===== config.mk =====
export PLATFORM = sky130hd
export DESIGN_NAME = muxed_seven_segment_temp_display
export DESIGN_NICKNAME = d
export VERILOG_FILES = /design/src/rtl/mssd_pkg.sv /design/src/rtl/mssd_front.sv /design/src/rtl/mssd_queue.sv /design/src/rtl/mssd_back.sv /design/src/rtl/muxed_seven_segment_temp_display.sv
export SDC_FILE = /design/constraint.sdc
export NUM_CORES = 1
export LEC_CHECK = 0
export BUFFER_PORTS_ARGS = -buffer_cell sky130_fd_sc_hd__buf_2
export CAP_MARGIN = 20
export CORE_MARGIN = 2
export CORE_UTILIZATION = 30
export DETAILED_ROUTE_END_ITERATION = 8
export HOLD_SLACK_MARGIN = 0.08
export PLACE_DENSITY = 0.58
export SYNTH_ARGS = -nofsm -noshare
export SYNTH_HDL_FRONTEND = slang
export SYNTH_SLANG_ARGS = --single-unit

===== constraint.sdc =====
create_clock -name clk -period 7 [get_ports clk]
set_clock_uncertainty 0.1 [all_clocks]
set_input_delay 2.1 -clock clk [delete_from_list [all_inputs] [get_ports clk]]
set_output_delay 2.1 -clock clk [all_outputs]
set_load 0.02 [all_outputs]

===== src/rtl/mssd_pkg.sv =====
// Shared types, constants and glyph tables for the seven-segment display driver.
// No dependencies; imported by every module in rtl/.
package mssd_pkg;

  localparam int NUM_DIGITS = 4;
  localparam int SCAN_W     = (NUM_DIGITS > 1) ? $clog2(NUM_DIGITS) : 1;
  localparam int QUEUE_DEPTH = 2;

  localparam logic [7:0] SEG_A  = 8'h80;
  localparam logic [7:0] SEG_B  = 8'h40;
  localparam logic [7:0] SEG_F  = 8'h20;
  localparam logic [7:0] SEG_G  = 8'h10;
  localparam logic [7:0] SEG_C  = 8'h08;
  localparam logic [7:0] SEG_DP = 8'h04;
  localparam logic [7:0] SEG_D  = 8'h02;
  localparam logic [7:0] SEG_E  = 8'h01;

  localparam logic [7:0] GLYPH_UPPER_C = SEG_A | SEG_F | SEG_D | SEG_E;
  localparam logic [7:0] GLYPH_UPPER_E = SEG_A | SEG_F | SEG_G | SEG_E | SEG_D;
  localparam logic [7:0] GLYPH_LOWER_R = SEG_E | SEG_G;
  localparam logic [7:0] GLYPH_BLANK   = 8'h00;

  localparam logic [9:0] TEMP_MAX     = 10'd999;
  localparam logic [3:0] CODE_OK      = 4'd0;
  localparam logic [3:0] CODE_MAX_DIG = 4'd9;

  typedef enum logic [1:0] {
    OP_TICK = 2'd0,
    OP_TEMP = 2'd1,
    OP_ERR  = 2'd2,
    OP_NONE = 2'd3
  } op_t;

  typedef struct packed {
    op_t        op;
    logic [3:0] hund;   // temperature / 100
    logic [6:0] rem;    // temperature % 100
    logic [3:0] code;
  } item_t;

  typedef struct packed {
    logic [7:0] seg_code;
    logic [7:0] digit_select;
    logic       latch_pulse;
    logic       accepted;
  } result_t;

  function automatic logic [7:0] numeral_glyph(input logic [3:0] d);
    logic [7:0] g;
    unique case (d)
      4'd0:    g = SEG_A | SEG_B | SEG_C | SEG_D | SEG_E | SEG_F;
      4'd1:    g = SEG_B | SEG_C;
      4'd2:    g = SEG_A | SEG_B | SEG_G | SEG_E | SEG_D;
      4'd3:    g = SEG_A | SEG_B | SEG_G | SEG_C | SEG_D;
      4'd4:    g = SEG_F | SEG_G | SEG_B | SEG_C;
      4'd5:    g = SEG_A | SEG_F | SEG_G | SEG_C | SEG_D;
      4'd6:    g = SEG_A | SEG_F | SEG_G | SEG_E | SEG_D | SEG_C;
      4'd7:    g = SEG_A | SEG_B | SEG_C;
      4'd8:    g = SEG_A | SEG_B | SEG_C | SEG_D | SEG_E | SEG_F | SEG_G;
      4'd9:    g = SEG_A | SEG_B | SEG_C | SEG_D | SEG_F | SEG_G;
      default: g = GLYPH_BLANK;
    endcase
    return g;
  endfunction

  function automatic logic [7:0] select_byte(input int idx);
    logic [7:0] s;
    unique case (idx)
      0:       s = 8'h04;
      1:       s = 8'h20;
      2:       s = 8'h08;
      3:       s = 8'h40;
      default: s = 8'h00;
    endcase
    return s;
  endfunction

  function automatic logic [7:0] reset_glyph(input int idx);
    logic [7:0] g;
    unique case (idx)
      0:       g = numeral_glyph(4'd1);
      1:       g = numeral_glyph(4'd2);
      2:       g = numeral_glyph(4'd3);
      3:       g = numeral_glyph(4'd5);
      default: g = GLYPH_BLANK;
    endcase
    return g;
  endfunction

endpackage


===== src/rtl/mssd_front.sv =====
// Front end: classifies the incoming op and splits the saturated temperature
// into hundreds and remainder. Depends on mssd_pkg.
module mssd_front import mssd_pkg::*; (
  input  logic [1:0] op,
  input  logic [9:0] temp_tenths,
  input  logic [3:0] error_code,
  output item_t      item
);

  logic [9:0]  t_sat;
  logic [15:0] prod;
  logic [3:0]  hund;
  logic [9:0]  hund_x100;

  always_comb begin
    t_sat     = (temp_tenths > TEMP_MAX) ? TEMP_MAX : temp_tenths;
    // t / 100 == (t * 41) >> 12 for t < 1024
    prod      = 16'(t_sat) * 16'd41;
    hund      = prod[15:12];
    hund_x100 = 10'(hund) * 10'd100;
    item.op   = op_t'(op);
    item.hund = hund;
    item.rem  = 7'(t_sat - hund_x100);
    item.code = error_code;
  end

endmodule


===== src/rtl/mssd_queue.sv =====
// Two-entry queue between the front and back ends.
// Depends on mssd_pkg.
module mssd_queue import mssd_pkg::*; (
  input  logic  clk,
  input  logic  rst,
  input  logic  push,
  input  item_t push_item,
  output logic  full,
  input  logic  pop,
  output logic  empty,
  output item_t head
);

  localparam int PTR_W = (QUEUE_DEPTH > 1) ? $clog2(QUEUE_DEPTH) : 1;

  item_t              entries [QUEUE_DEPTH];
  logic [PTR_W-1:0]   rd_ptr;
  logic [PTR_W-1:0]   wr_ptr;
  logic [PTR_W:0]     count;

  assign full  = (count == (PTR_W+1)'(QUEUE_DEPTH));
  assign empty = (count == '0);
  assign head  = entries[rd_ptr];

  always_ff @(posedge clk) begin
    if (rst) begin
      rd_ptr <= '0;
      wr_ptr <= '0;
      count  <= '0;
    end else begin
      if (push) begin
        wr_ptr <= (wr_ptr == PTR_W'(QUEUE_DEPTH-1)) ? '0 : wr_ptr + 1'b1;
      end
      if (pop) begin
        rd_ptr <= (rd_ptr == PTR_W'(QUEUE_DEPTH-1)) ? '0 : rd_ptr + 1'b1;
      end
      if (push && !pop) begin
        count <= count + 1'b1;
      end else if (pop && !push) begin
        count <= count - 1'b1;
      end
    end
  end

  always_ff @(posedge clk) begin
    if (push) begin
      entries[wr_ptr] <= push_item;
    end
  end

endmodule


===== src/rtl/mssd_back.sv =====
// Back end: digit store, scan index, error lock and the output register.
// Depends on mssd_pkg.
module mssd_back import mssd_pkg::*; (
  input  logic    clk,
  input  logic    rst,
  input  logic    item_valid,
  input  item_t   item,
  output logic    item_pop,
  output logic    res_valid,
  output result_t res,
  input  logic    res_ready
);

  logic [7:0]        store [NUM_DIGITS];
  logic [SCAN_W-1:0] scan_index;
  logic              error_lock;

  logic [17:0]       rem_prod;
  logic [3:0]        ones;
  logic [3:0]        tenths;
  logic [7:0]        temp_glyph [4];
  logic [7:0]        err_glyph  [4];
  result_t           res_next;
  logic              fire;

  assign item_pop = item_valid && (!res_valid || res_ready);
  assign fire     = item_pop;

  always_comb begin
    // rem / 10 == (rem * 205) >> 11 for rem < 100
    rem_prod      = 18'(item.rem) * 18'd205;
    ones          = rem_prod[14:11];
    tenths        = 4'(item.rem - 7'(ones) * 7'd10);
    temp_glyph[0] = (item.hund == 4'd0) ? GLYPH_BLANK : numeral_glyph(item.hund);
    temp_glyph[1] = numeral_glyph(ones) | SEG_DP;
    temp_glyph[2] = numeral_glyph(tenths);
    temp_glyph[3] = GLYPH_UPPER_C;
    err_glyph[0]  = GLYPH_UPPER_E;
    err_glyph[1]  = GLYPH_LOWER_R;
    err_glyph[2]  = GLYPH_LOWER_R;
    err_glyph[3]  = (item.code <= CODE_MAX_DIG) ? numeral_glyph(item.code) : GLYPH_BLANK;

    res_next = '0;
    unique case (item.op)
      OP_TICK: begin
        res_next.seg_code     = store[scan_index];
        res_next.digit_select = select_byte(int'(scan_index));
        res_next.latch_pulse  = 1'b1;
      end
      OP_TEMP: res_next.accepted = !error_lock;
      OP_ERR:  res_next.accepted = 1'b1;
      OP_NONE: res_next = '0;
      default: res_next = '0;
    endcase
  end

  always_ff @(posedge clk) begin
    if (rst) begin
      for (int i = 0; i < NUM_DIGITS; i++) begin
        store[i] <= reset_glyph(i);
      end
      scan_index <= '0;
      error_lock <= 1'b0;
      res_valid  <= 1'b0;
    end else begin
      res_valid <= fire || (res_valid && !res_ready);
      if (fire) begin
        unique case (item.op)
          OP_TICK: begin
            scan_index <= (scan_index == SCAN_W'(NUM_DIGITS-1)) ? '0 : scan_index + 1'b1;
          end
          OP_TEMP: begin
            if (!error_lock) begin
              for (int i = 0; i < NUM_DIGITS && i < 4; i++) begin
                store[i] <= temp_glyph[i];
              end
            end
          end
          OP_ERR: begin
            for (int i = 0; i < NUM_DIGITS && i < 4; i++) begin
              store[i] <= err_glyph[i];
            end
            error_lock <= (item.code != CODE_OK);
          end
          OP_NONE: ;
          default: ;
        endcase
      end
    end
  end

  always_ff @(posedge clk) begin
    if (fire) begin
      res <= res_next;
    end
  end

endmodule


===== src/rtl/muxed_seven_segment_temp_display.sv =====
// Top level of the multiplexed seven-segment temperature display driver.
// Each input beat is registered in the queue and then in the back-end output register;
// one beat per cycle sustained while m_tready is high. Reset (synchronous, active high)
// loads digits 1,2,3,5, clears scan index, error lock, queue and output valid.
// Depends on mssd_pkg, mssd_front, mssd_queue, mssd_back.
module muxed_seven_segment_temp_display import mssd_pkg::*; (
  input  logic        clk,
  input  logic        rst,
  input  logic        s_tvalid,
  output logic        s_tready,
  input  logic [15:0] s_tdata,   // temp_tenths[9:0], error_code[13:10], zero pad
  input  logic [1:0]  s_tuser,   // op[1:0]
  output logic        m_tvalid,
  input  logic        m_tready,
  output logic [23:0] m_tdata    // seg_code, digit_select, latch_pulse, accepted, pad
);

  item_t   front_item;
  item_t   head;
  logic    full;
  logic    empty;
  logic    pop;
  result_t res;

  mssd_front u_front (
    .op          (s_tuser),
    .temp_tenths (s_tdata[9:0]),
    .error_code  (s_tdata[13:10]),
    .item        (front_item)
  );

  assign s_tready = !full;

  mssd_queue u_queue (
    .clk       (clk),
    .rst       (rst),
    .push      (s_tvalid && !full),
    .push_item (front_item),
    .full      (full),
    .pop       (pop),
    .empty     (empty),
    .head      (head)
  );

  mssd_back u_back (
    .clk        (clk),
    .rst        (rst),
    .item_valid (!empty),
    .item       (head),
    .item_pop   (pop),
    .res_valid  (m_tvalid),
    .res        (res),
    .res_ready  (m_tready)
  );

  assign m_tdata = {6'd0, res.accepted, res.latch_pulse, res.digit_select, res.seg_code};

endmodule


==> out/qor.csv, run 1 <==
metric;value;unit
# Post-CTS Setup Buffers;0;
H-tree depth;3;
status;finished, final reports clean;
clock-pin slew of the registers on the worst-case setup and hold paths;0.06;ns
CTS hold repair buffers;0;
Avg Cell Area, Syn;10.7;um2
worst min path class;reg -> reg;
post-synth cell types;61;
final period utilization;95.1;%
DRT Wirelength;11200;um
cell area after synthesis;6270;um2
Ys Warns;0;
critical path data required time;7.04;ns
Die Wd;149;um
RSZ-0062 raised after global routing;no;
DR pass1 iterations;4;
Die H;149;um
remaining global-route overflow;0;
Total Die Area;22100;um2
worst skew pair latency;0.33;ns
Inserted Diodes;0;
first-pass GRT wire length;19000;um
cts repair resizes;0;
Worst path slowest cell;fa_1;
CTS sink cnt;86;
CP Launch Type;input port;
Hold Vio Cnt, Final;0;
IO buf count;35;
sequential fraction of the synthesis area;38.7;%
setup TNS;0;ns
initial antenna violation count;0;
drt initial violations;170;
layout cells sized above 1;15.5;%
P&R area growth vs syn;13.9;%
Slew @ Worst Pin;0.814;ns
R2R Setup Slk;0.45;ns
Cells after Synth;584;
final setup fails;0;
wire per inst;12.3;um
Final nets;768;
CTS max path bufs;2;
fin crit period;6.66;ns
core box area;20400;um2
CTS tree;built;
fin. max-slew vios;0;
vias in the first global route;3984;
CTS buffer count;9;
pin count of the biggest net entering global routing;20;
Max Cap Viol;0;
DR vias/cell;4.56;
DPL Wire Length;8860;um
Top Ports;48;
Worst EP arrival;6.70;ns
ANT nets after route;0;
commonest non-fill, non-tap cell in the layout;ha_1;
flops & latches, synth;86;
GRT Total Usage;10.6;%
Worst setup EP type;register;
dpl ws;-0.0172;ns
Final Worst Setup Slack;0.340;ns
EDFF count, synth;70;
GP Congestion;0.788;
fmax;0.150;GHz
# rows;52;
residual DRC count;0;
Primary FF master, synth;edfxtp_1;
Initial Util;30.8;%
Slew HR;45.7;%
clk root buf;clkbuf_16;
kind of critical path;in -> reg;
crit path max fanout;4;
Synth async-reset ratio;0;%
vias;4142;
most frequent cells in the layout;ha_1, edfxtp_1, inv_1;
CP max stage delay;0.50;ns
worst path cell trace;buf_2, and4_1, nand2_1, nor2_1, or2_2, ha_1, inv_1, fa_1, inv_1, ha_1, ha_1, nand4_1, a211oi_1, o211ai_1, nand2_1, a21oi_1, o211ai_1, a21oi_1, xnor2_1, ha_1, maj3_1, a21oi_1, a21oi_1, xnor2_1;
Hold WS;0.394;ns
## registers in the layout, indices dropped and copies added, names as in the netlist, 2 cells and up, named ones only
signal,cells
u_back.scan_index,2
u_queue.count,2
u_queue.entries,34
u_back.res,14
u_back.store,29
## layer usage
| layer | GRT usage (%) | wire [um] | part of all wire, % | vias up |
|---|---|---|---|---|
| met3 | 2.21 | 350 | 3.1 | 8 |
| li1 | - | - | - | 2170 |
| met4 | 2.48 | 110 | 0.98 | 0 |
| met5 | 0 | 0 | 0 | - |
| met2 | 17.8 | 5130 | 46 | 57 |
| met1 | 14.2 | 5600 | 50 | 1907 |
## worst paths after layout
check / end / from / cells after the start
min: u_back.error_lock$_SDFFE_PP0P_ / u_back.error_lock$_SDFFE_PP0P_ / 2
max: u_queue.entries[1][10]$_DFFE_PP_ / s_tdata[5] / 24
max reg2reg: u_back.store[2][7]$_DFFE_PP_ / register / 21
min reg2reg: u_back.error_lock$_SDFFE_PP0P_ / u_back.error_lock$_SDFFE_PP0P_ / 2
## Yosys cell counts, types with 7 or more instances
library cell | count | area, um2
clkbuf_1 | 18 | 67.6
dfxtp_1 | 16 | 320
nor3_1 | 9 | 45.0
xor2_1 | 7 | 61.3
ha_1 | 99 | 1240
inv_1 | 63 | 236
mux2i_1 | 14 | 140
xnor2_1 | 13 | 114
nor2_1 | 30 | 113
mux4_2 | 7 | 158
nand2_1 | 31 | 116
nand3_1 | 13 | 65.1
o21ai_1 | 13 | 65.1
a21oi_1 | 31 | 155
buf_4 | 10 | 75.1
a211o_1 | 8 | 70.1
mux2_2 | 7 | 78.8
and2_1 | 13 | 81.3
edfxtp_1 | 70 | 2100
o21ai_0 | 7 | 35.0
fa_1 | 13 | 260
## final cells by class
cell class	count	area [um2]
Fill cell	2045	13200
Multi-Input combinational cell	411	3470
Sequential cell	86	2420
Timing Repair Buffer	60	367
Tap cell	270	338
Inverter	66	248
Clock buffer	9	225
Clock inverter	7	65.1
## logic make-up (layout without fill, tap and decap cells)
group	Yosys count	count (layout)	share of synthesized area [%]
compound gates	104	104	10.8
xor+xnor	20	20	2.80
fa+ha+maj	114	114	24.2
buf+inv	96	142	6.47
flops	86	86	38.7
mux	28	28	6.01
other cells	1	10	0.0598
simple gates	135	135	10.9
## worst max-delay path, delay by kind of cell
kind,cells,cell delay (ns)
adder cells (fa/ha/maj),6,2.03
AO/OA/AOI/OAI,7,1.08
AND/OR/NAND/NOR,6,0.86
XOR/XNOR,2,0.42
buffers and inverters,3,0.19
## through the flow
step           cell area [um2]  utilization (%)  instances
4_1_cts                   7130             35.0        909
3_5_place_dp              6840             33.6        893
6_report                  7140             35.0        909
5_1_grt                   7140             35.0        909
3_3_place_gp              6840             33.6        893
2_1_floorplan             6300                -        593
Power of run 1 is not shown: default switching activity piles up to over one toggle a cycle in this logic, so the estimate is an artifact.
==> inputs of run 2 (changes only) <==
--- a/config.mk
+++ b/config.mk
@@ -5,13 +5,12 @@
 export SDC_FILE = /design/constraint.sdc
 export NUM_CORES = 1
 export LEC_CHECK = 0
-export BUFFER_PORTS_ARGS = -buffer_cell sky130_fd_sc_hd__buf_2
+export BUFFER_PORTS_ARGS = -buffer_cell sky130_fd_sc_hd__buf_4
 export CAP_MARGIN = 20
 export CORE_MARGIN = 2
 export CORE_UTILIZATION = 30
 export DETAILED_ROUTE_END_ITERATION = 8
 export HOLD_SLACK_MARGIN = 0.08
-export PLACE_DENSITY = 0.58
 export SYNTH_ARGS = -nofsm -noshare
 export SYNTH_HDL_FRONTEND = slang
 export SYNTH_SLANG_ARGS = --single-unit
==> out/qor.csv, run 2 (synthesized netlist as in run 1, its figures left out) <==
metric;value;unit;change
status;finished, final reports clean;;unchanged
Max Cap Viol;0;;unchanged
# rows;52;;unchanged
first-pass GRT wire length;18800;um;was 19000 um
critical path data required time;6.97;ns;was 7.04 ns
remaining global-route overflow;0;;unchanged
GRT Total Usage;10.6;%;about the same
core box area;20400;um2;unchanged
cts repair resizes;0;;unchanged
Top Ports;48;;unchanged
WHS Path Cells;2;;unchanged
P&R area growth vs syn;14.4;%;was 13.9%
Slew @ Worst Pin;1.02;ns;was 0.814 ns
Worst path depth;25;;was 24
pin count of the biggest net entering global routing;22;;was 20
ANT nets after route;0;;unchanged
commonest non-fill, non-tap cell in the layout;ha_1;;unchanged
CTS max path bufs;2;;unchanged
DPL Wire Length;8810;um;was 8860 um
initial antenna violation count;0;;unchanged
clk root buf;clkbuf_16;;unchanged
clock-pin slew of the registers on the worst-case setup and hold paths;0.06;ns;about the same
vias;4142;;unchanged
final core occ;35.2;%;was 35.0%
most frequent cells in the layout;ha_1, edfxtp_1, inv_1;;unchanged
max FFs per register;34;;unchanged
Worst Path Buf+Inv;4;;was 3
# Post-CTS Setup Buffers;0;;unchanged
fin crit period;6.61;ns;was 6.66 ns
dpl cell area;6890;um2;was 6840 um2
worst min path class;reg -> reg;;unchanged
Final nets;762;;was 768
kind of critical path;in -> reg;;unchanged
leading registers by flop count;u_queue.entries (34), u_back.store (29), u_back.res (14);;unchanged
R2R Setup Slk;0.41;ns;was 0.45 ns
register bank with the most flops;u_queue.entries;;unchanged
Worst path slowest cell;fa_1;;unchanged
layout cells sized above 1;14.4;%;was 15.5%
DR pass1 iterations;4;;unchanged
worst skew pair latency;0.33;ns;about the same
CTS tree;built;;unchanged
crit path max fanout;4;;unchanged
CTS hold repair buffers;0;;unchanged
fmax;0.151;GHz;was 0.150 GHz
Die H;149;um;unchanged
CP top delay family;adder cells;;unchanged
Worst setup EP type;register;;unchanged
Initial Util;30.8;%;unchanged
Slew HR;31.9;%;was 45.7%
CP Launch Type;input port;;unchanged
Final Cell Area;7170;um2;was 7140 um2
Worst EP arrival;6.58;ns;was 6.70 ns
Total Die Area;22100;um2;unchanged
vias in the first global route;3906;;was 3984
Die Wd;149;um;unchanged
drt initial violations;182;;was 170
Fillers;2046;;was 2045
fin. max-slew vios;0;;unchanged
IO buf count;35;;unchanged
CTS buffer count;9;;unchanged
final period utilization;94.5;%;was 95.1%
final setup fails;0;;unchanged
residual DRC count;0;;unchanged
wire per inst;12.4;um;was 12.3 um
GP Congestion;0.787;;was 0.788
DR vias/cell;4.59;;was 4.56
RSZ-0062 raised after global routing;no;;unchanged
Hold Vio Cnt, Final;0;;unchanged
H-tree depth;3;;unchanged
DRT Wirelength;11200;um;about the same
CTS sink cnt;86;;unchanged
Worst R2R Path Depth;22;;was 21
Inserted Diodes;0;;unchanged
CP max stage delay;0.49;ns;was 0.50 ns
==> run 2: cell types whose count changed in the layout (fill, tap and decap cells not counted) <==
cell	previous run	this run
clkbuf_1	0	3
buf_6	1	0
clkinv_4	1	0
clkinv_2	3	2
clkinv_1	1	0
buf_4	24	54
buf_2	35	0
==> run 2: routing by layer <==
metal / vias up / GRT usage, % / share of wire (%)
met5: - / 0 / 0
met1: 1907 / 14.2 / 49
met3: 5 / 2.24 / 3.6
li1: 2160 / - / -
met2: 70 / 17.5 / 47
met4: 0 / 2.57 / 0.56
==> run 2: cell type report <==
class,instances,area (um2),area share [%]
inverters,66,248,3.46
multi-input cells,411,3470,48.4
clock inverters,4,47.5,0.663
flip-flops and latches,86,2420,33.8
repair buffers,54,405,5.65
clock buffers,12,236,3.30
well taps,270,338,4.71
==> run 2: worst paths after layout <==
kind | start | end
min | u_back.error_lock$_SDFFE_PP0P_ | u_back.error_lock$_SDFFE_PP0P_
min reg2reg | u_back.error_lock$_SDFFE_PP0P_ | u_back.error_lock$_SDFFE_PP0P_
max reg2reg | register | u_back.store[2][7]$_DFFE_PP_
max | s_tdata[5] | u_queue.entries[0][10]$_DFFE_PP_
==> run 2: per-stage QoR <==
stage	TNS (ns)	instances	worst slack, ns	hold WS [ns]
floorplan	0	593	0.0368	0.331
global placement	-0.0255	887	-0.0127	0.363
detailed placement	-0.0168	887	-0.00841	0.362
CTS	0	903	0.332	0.383
global route	0	903	0.0448	0.403
finish	0	903	0.388	0.383
==> run 2: worst reg2reg max path: stages (launching register included) <==
cell and delay, ns:
dfxtp_1 0.47, buf_4 0.27, mux2i_1 0.33, inv_1 0.19, ha_1 0.36, ha_1 0.28
inv_1 0.05, fa_1 0.39, inv_1 0.09, fa_1 0.42, ha_1 0.32, a31o_1 0.24
a211oi_1 0.37, a211o_1 0.24, o21ai_1 0.12, xnor2_1 0.21, fa_1 0.42, xnor2_1 0.15
or4_1 0.42, a21o_1 0.24, and2_4 0.21, or3_1 0.31, a31oi_1 0.22
Power of run 2 is left out for the same reason.
==> inputs of run 3 (changes only) <==
--- a/config.mk
+++ b/config.mk
@@ -7,6 +7,7 @@
 export LEC_CHECK = 0
 export BUFFER_PORTS_ARGS = -buffer_cell sky130_fd_sc_hd__buf_4
 export CAP_MARGIN = 20
+export CORE_ASPECT_RATIO = 1.5
 export CORE_MARGIN = 2
 export CORE_UTILIZATION = 30
 export DETAILED_ROUTE_END_ITERATION = 8
==> out/qor.csv, run 3 (synthesized netlist as in run 1, its figures left out) <==
metric;value;unit;change
vias;4168;;was 4142
GP Congestion;0.791;;was 0.787
drt initial violations;182;;unchanged
Die Wd;122;um;was 149 um
fmax;0.150;GHz;was 0.151 GHz
residual DRC count;0;;unchanged
Slew HR;30.0;%;was 31.9%
CTS hold repair buffers;0;;unchanged
initial antenna violation count;0;;unchanged
CTS max path bufs;2;;unchanged
vias in the first global route;4021;;was 3906
core box area;20400;um2;about the same
CTS buffer count;9;;unchanged
final setup fails;0;;unchanged
DPL Wire Length;9300;um;was 8810 um
Final nets;763;;was 762
pin count of the biggest net entering global routing;22;;unchanged
H-tree depth;3;;unchanged
Top Ports;48;;unchanged
CTS sink cnt;86;;unchanged
remaining global-route overflow;0;;unchanged
Max Cap Viol;0;;unchanged
worst skew pair latency;0.35;ns;was 0.33 ns
DR pass1 iterations;4;;unchanged
fin. max-slew vios;0;;unchanged
final core occ;35.4;%;was 35.2%
Total Die Area;22100;um2;about the same
Post-Layout Cell Count;898;;was 903
clock-pin slew of the registers on the worst-case setup and hold paths;0.07;ns;was 0.06 ns
Worst setup EP type;register;;unchanged
Worst EP arrival;6.65;ns;was 6.58 ns
Placed Cells;881;;was 887
worst min-delay path startpoint;u_back.store[0][3]$_SDFFE_PP0P_;;was u_back.error_lock$_SDFFE_PP0P_
layout cells sized above 1;15.6;%;was 14.4%
R2R Setup Slk;0.52;ns;was 0.41 ns
Initial Util;30.7;%;was 30.8%
crit path max fanout;4;;unchanged
DRT Wirelength;11400;um;was 11200 um
Worst R2R Path Depth;21;;was 22
max FFs per register;34;;unchanged
P&R area growth vs syn;15.4;%;was 14.4%
worst min path class;reg -> reg;;unchanged
IO buf count;35;;unchanged
leading registers by flop count;u_queue.entries (34), u_back.store (29), u_back.res (14);;unchanged
kind of critical path;in -> reg;;unchanged
DR vias/cell;4.64;;was 4.59
RSZ-0062 raised after global routing;no;;unchanged
WHS Path Cells;2;;unchanged
Slew @ Worst Pin;1.05;ns;was 1.02 ns
first-pass GRT wire length;19300;um;was 18800 um
Inserted Diodes;0;;unchanged
CTS tree;built;;unchanged
hold endpoint;u_back.store[0][3]$_SDFFE_PP0P_;;was u_back.error_lock$_SDFFE_PP0P_
Hold Vio Cnt, Final;0;;unchanged
critical path data required time;6.99;ns;was 6.97 ns
Worst R2R End;u_back.store[2][7]$_DFFE_PP_;;unchanged
wire per inst;12.7;um;was 12.4 um
register bank with the most flops;u_queue.entries;;unchanged
final period utilization;95.1;%;was 94.5%
Die H;181;um;was 149 um
ANT nets after route;0;;unchanged
commonest non-fill, non-tap cell in the layout;ha_1;;unchanged
GRT Total Usage;11.1;%;was 10.6%
most frequent cells in the layout;ha_1, edfxtp_1, inv_1;;unchanged
status;finished, final reports clean;;unchanged
fin crit period;6.66;ns;was 6.61 ns
# rows;64;;was 52
clk root buf;clkbuf_16;;unchanged
CP Launch Type;input port;;unchanged
run 3: area by class of cell:
class | count | area, um2
clock buffer | 9 | 225
clock inverter | 7 | 104
fill | 2071 | 13200
inverter | 66 | 248
multi-input combinational | 411 | 3490
sequential | 86 | 2420
tap | 264 | 330
timing repair buffer | 55 | 413
run 3: stage by stage:
| step | TNS [ns] | cell area, um2 | setup WS [ns] | hold slack (ns) |
|---|---|---|---|---|
| final | 0 | 7230 | 0.342 | 0.373 |
| after detailed placement | -0.128 | 6880 | -0.0641 | 0.361 |
| after floorplan | 0 | 6300 | 0.0368 | 0.331 |
| after global routing | 0 | 7230 | 0.00877 | 0.414 |
| after CTS | 0 | 7210 | 0.283 | 0.377 |
| after global placement | -0.0600 | 6880 | -0.0300 | 0.357 |
run 3: worst max-delay path by stage:
| stage | start | end | slack, ns | depth (start not counted) |
|---|---|---|---|---|
| floorplan | register | u_back.store[2][4]$_SDFFCE_PN1P_ | 0.04 | 23 |
| global placement | s_tdata[5] | u_queue.entries[1][10]$_DFFE_PP_ | -0.03 | 25 |
| detailed placement | s_tdata[5] | u_queue.entries[0][10]$_DFFE_PP_ | -0.06 | 25 |
| CTS | s_tdata[5] | u_queue.entries[0][10]$_DFFE_PP_ | 0.28 | 25 |
| global route | s_tdata[5] | u_queue.entries[0][10]$_DFFE_PP_ | 0.009 | 25 |
| finish | s_tdata[5] | u_queue.entries[1][10]$_DFFE_PP_ | 0.34 | 25 |
run 3: critical path, cell delays in order:
cell	delay [ns]
buf_4	0.11
and4_1	0.22
nand2_2	0.09
nor2_1	0.06
or2_2	0.29
ha_1	0.28
inv_1	0.05
fa_1	0.49
inv_1	0.04
ha_1	0.28
ha_1	0.28
nand4_1	0.12
a211oi_2	0.21
o211ai_1	0.17
nand2_1	0.14
a21oi_2	0.08
o211ai_1	0.23
xor2_1	0.23
inv_1	0.08
ha_1	0.30
a21oi_1	0.08
maj3_1	0.37
a21oi_1	0.13
a21oi_1	0.06
xnor2_1	0.14
run 3: repair_timing:
item / CTS / global route
resized for setup: 0 / 4
buffers inserted: 0 / 1
setup endpoints to repair: 0 / 2
endpoints found under the hold margin: 0 / 0
run 3: metal layers:
metal,track usage [%],part of all wire [%]
met5,0,0
met1,12.0,40
met3,1.48,3.0
met4,4.74,2.3
met2,21.1,55
Power of run 3 is left out for the same reason.
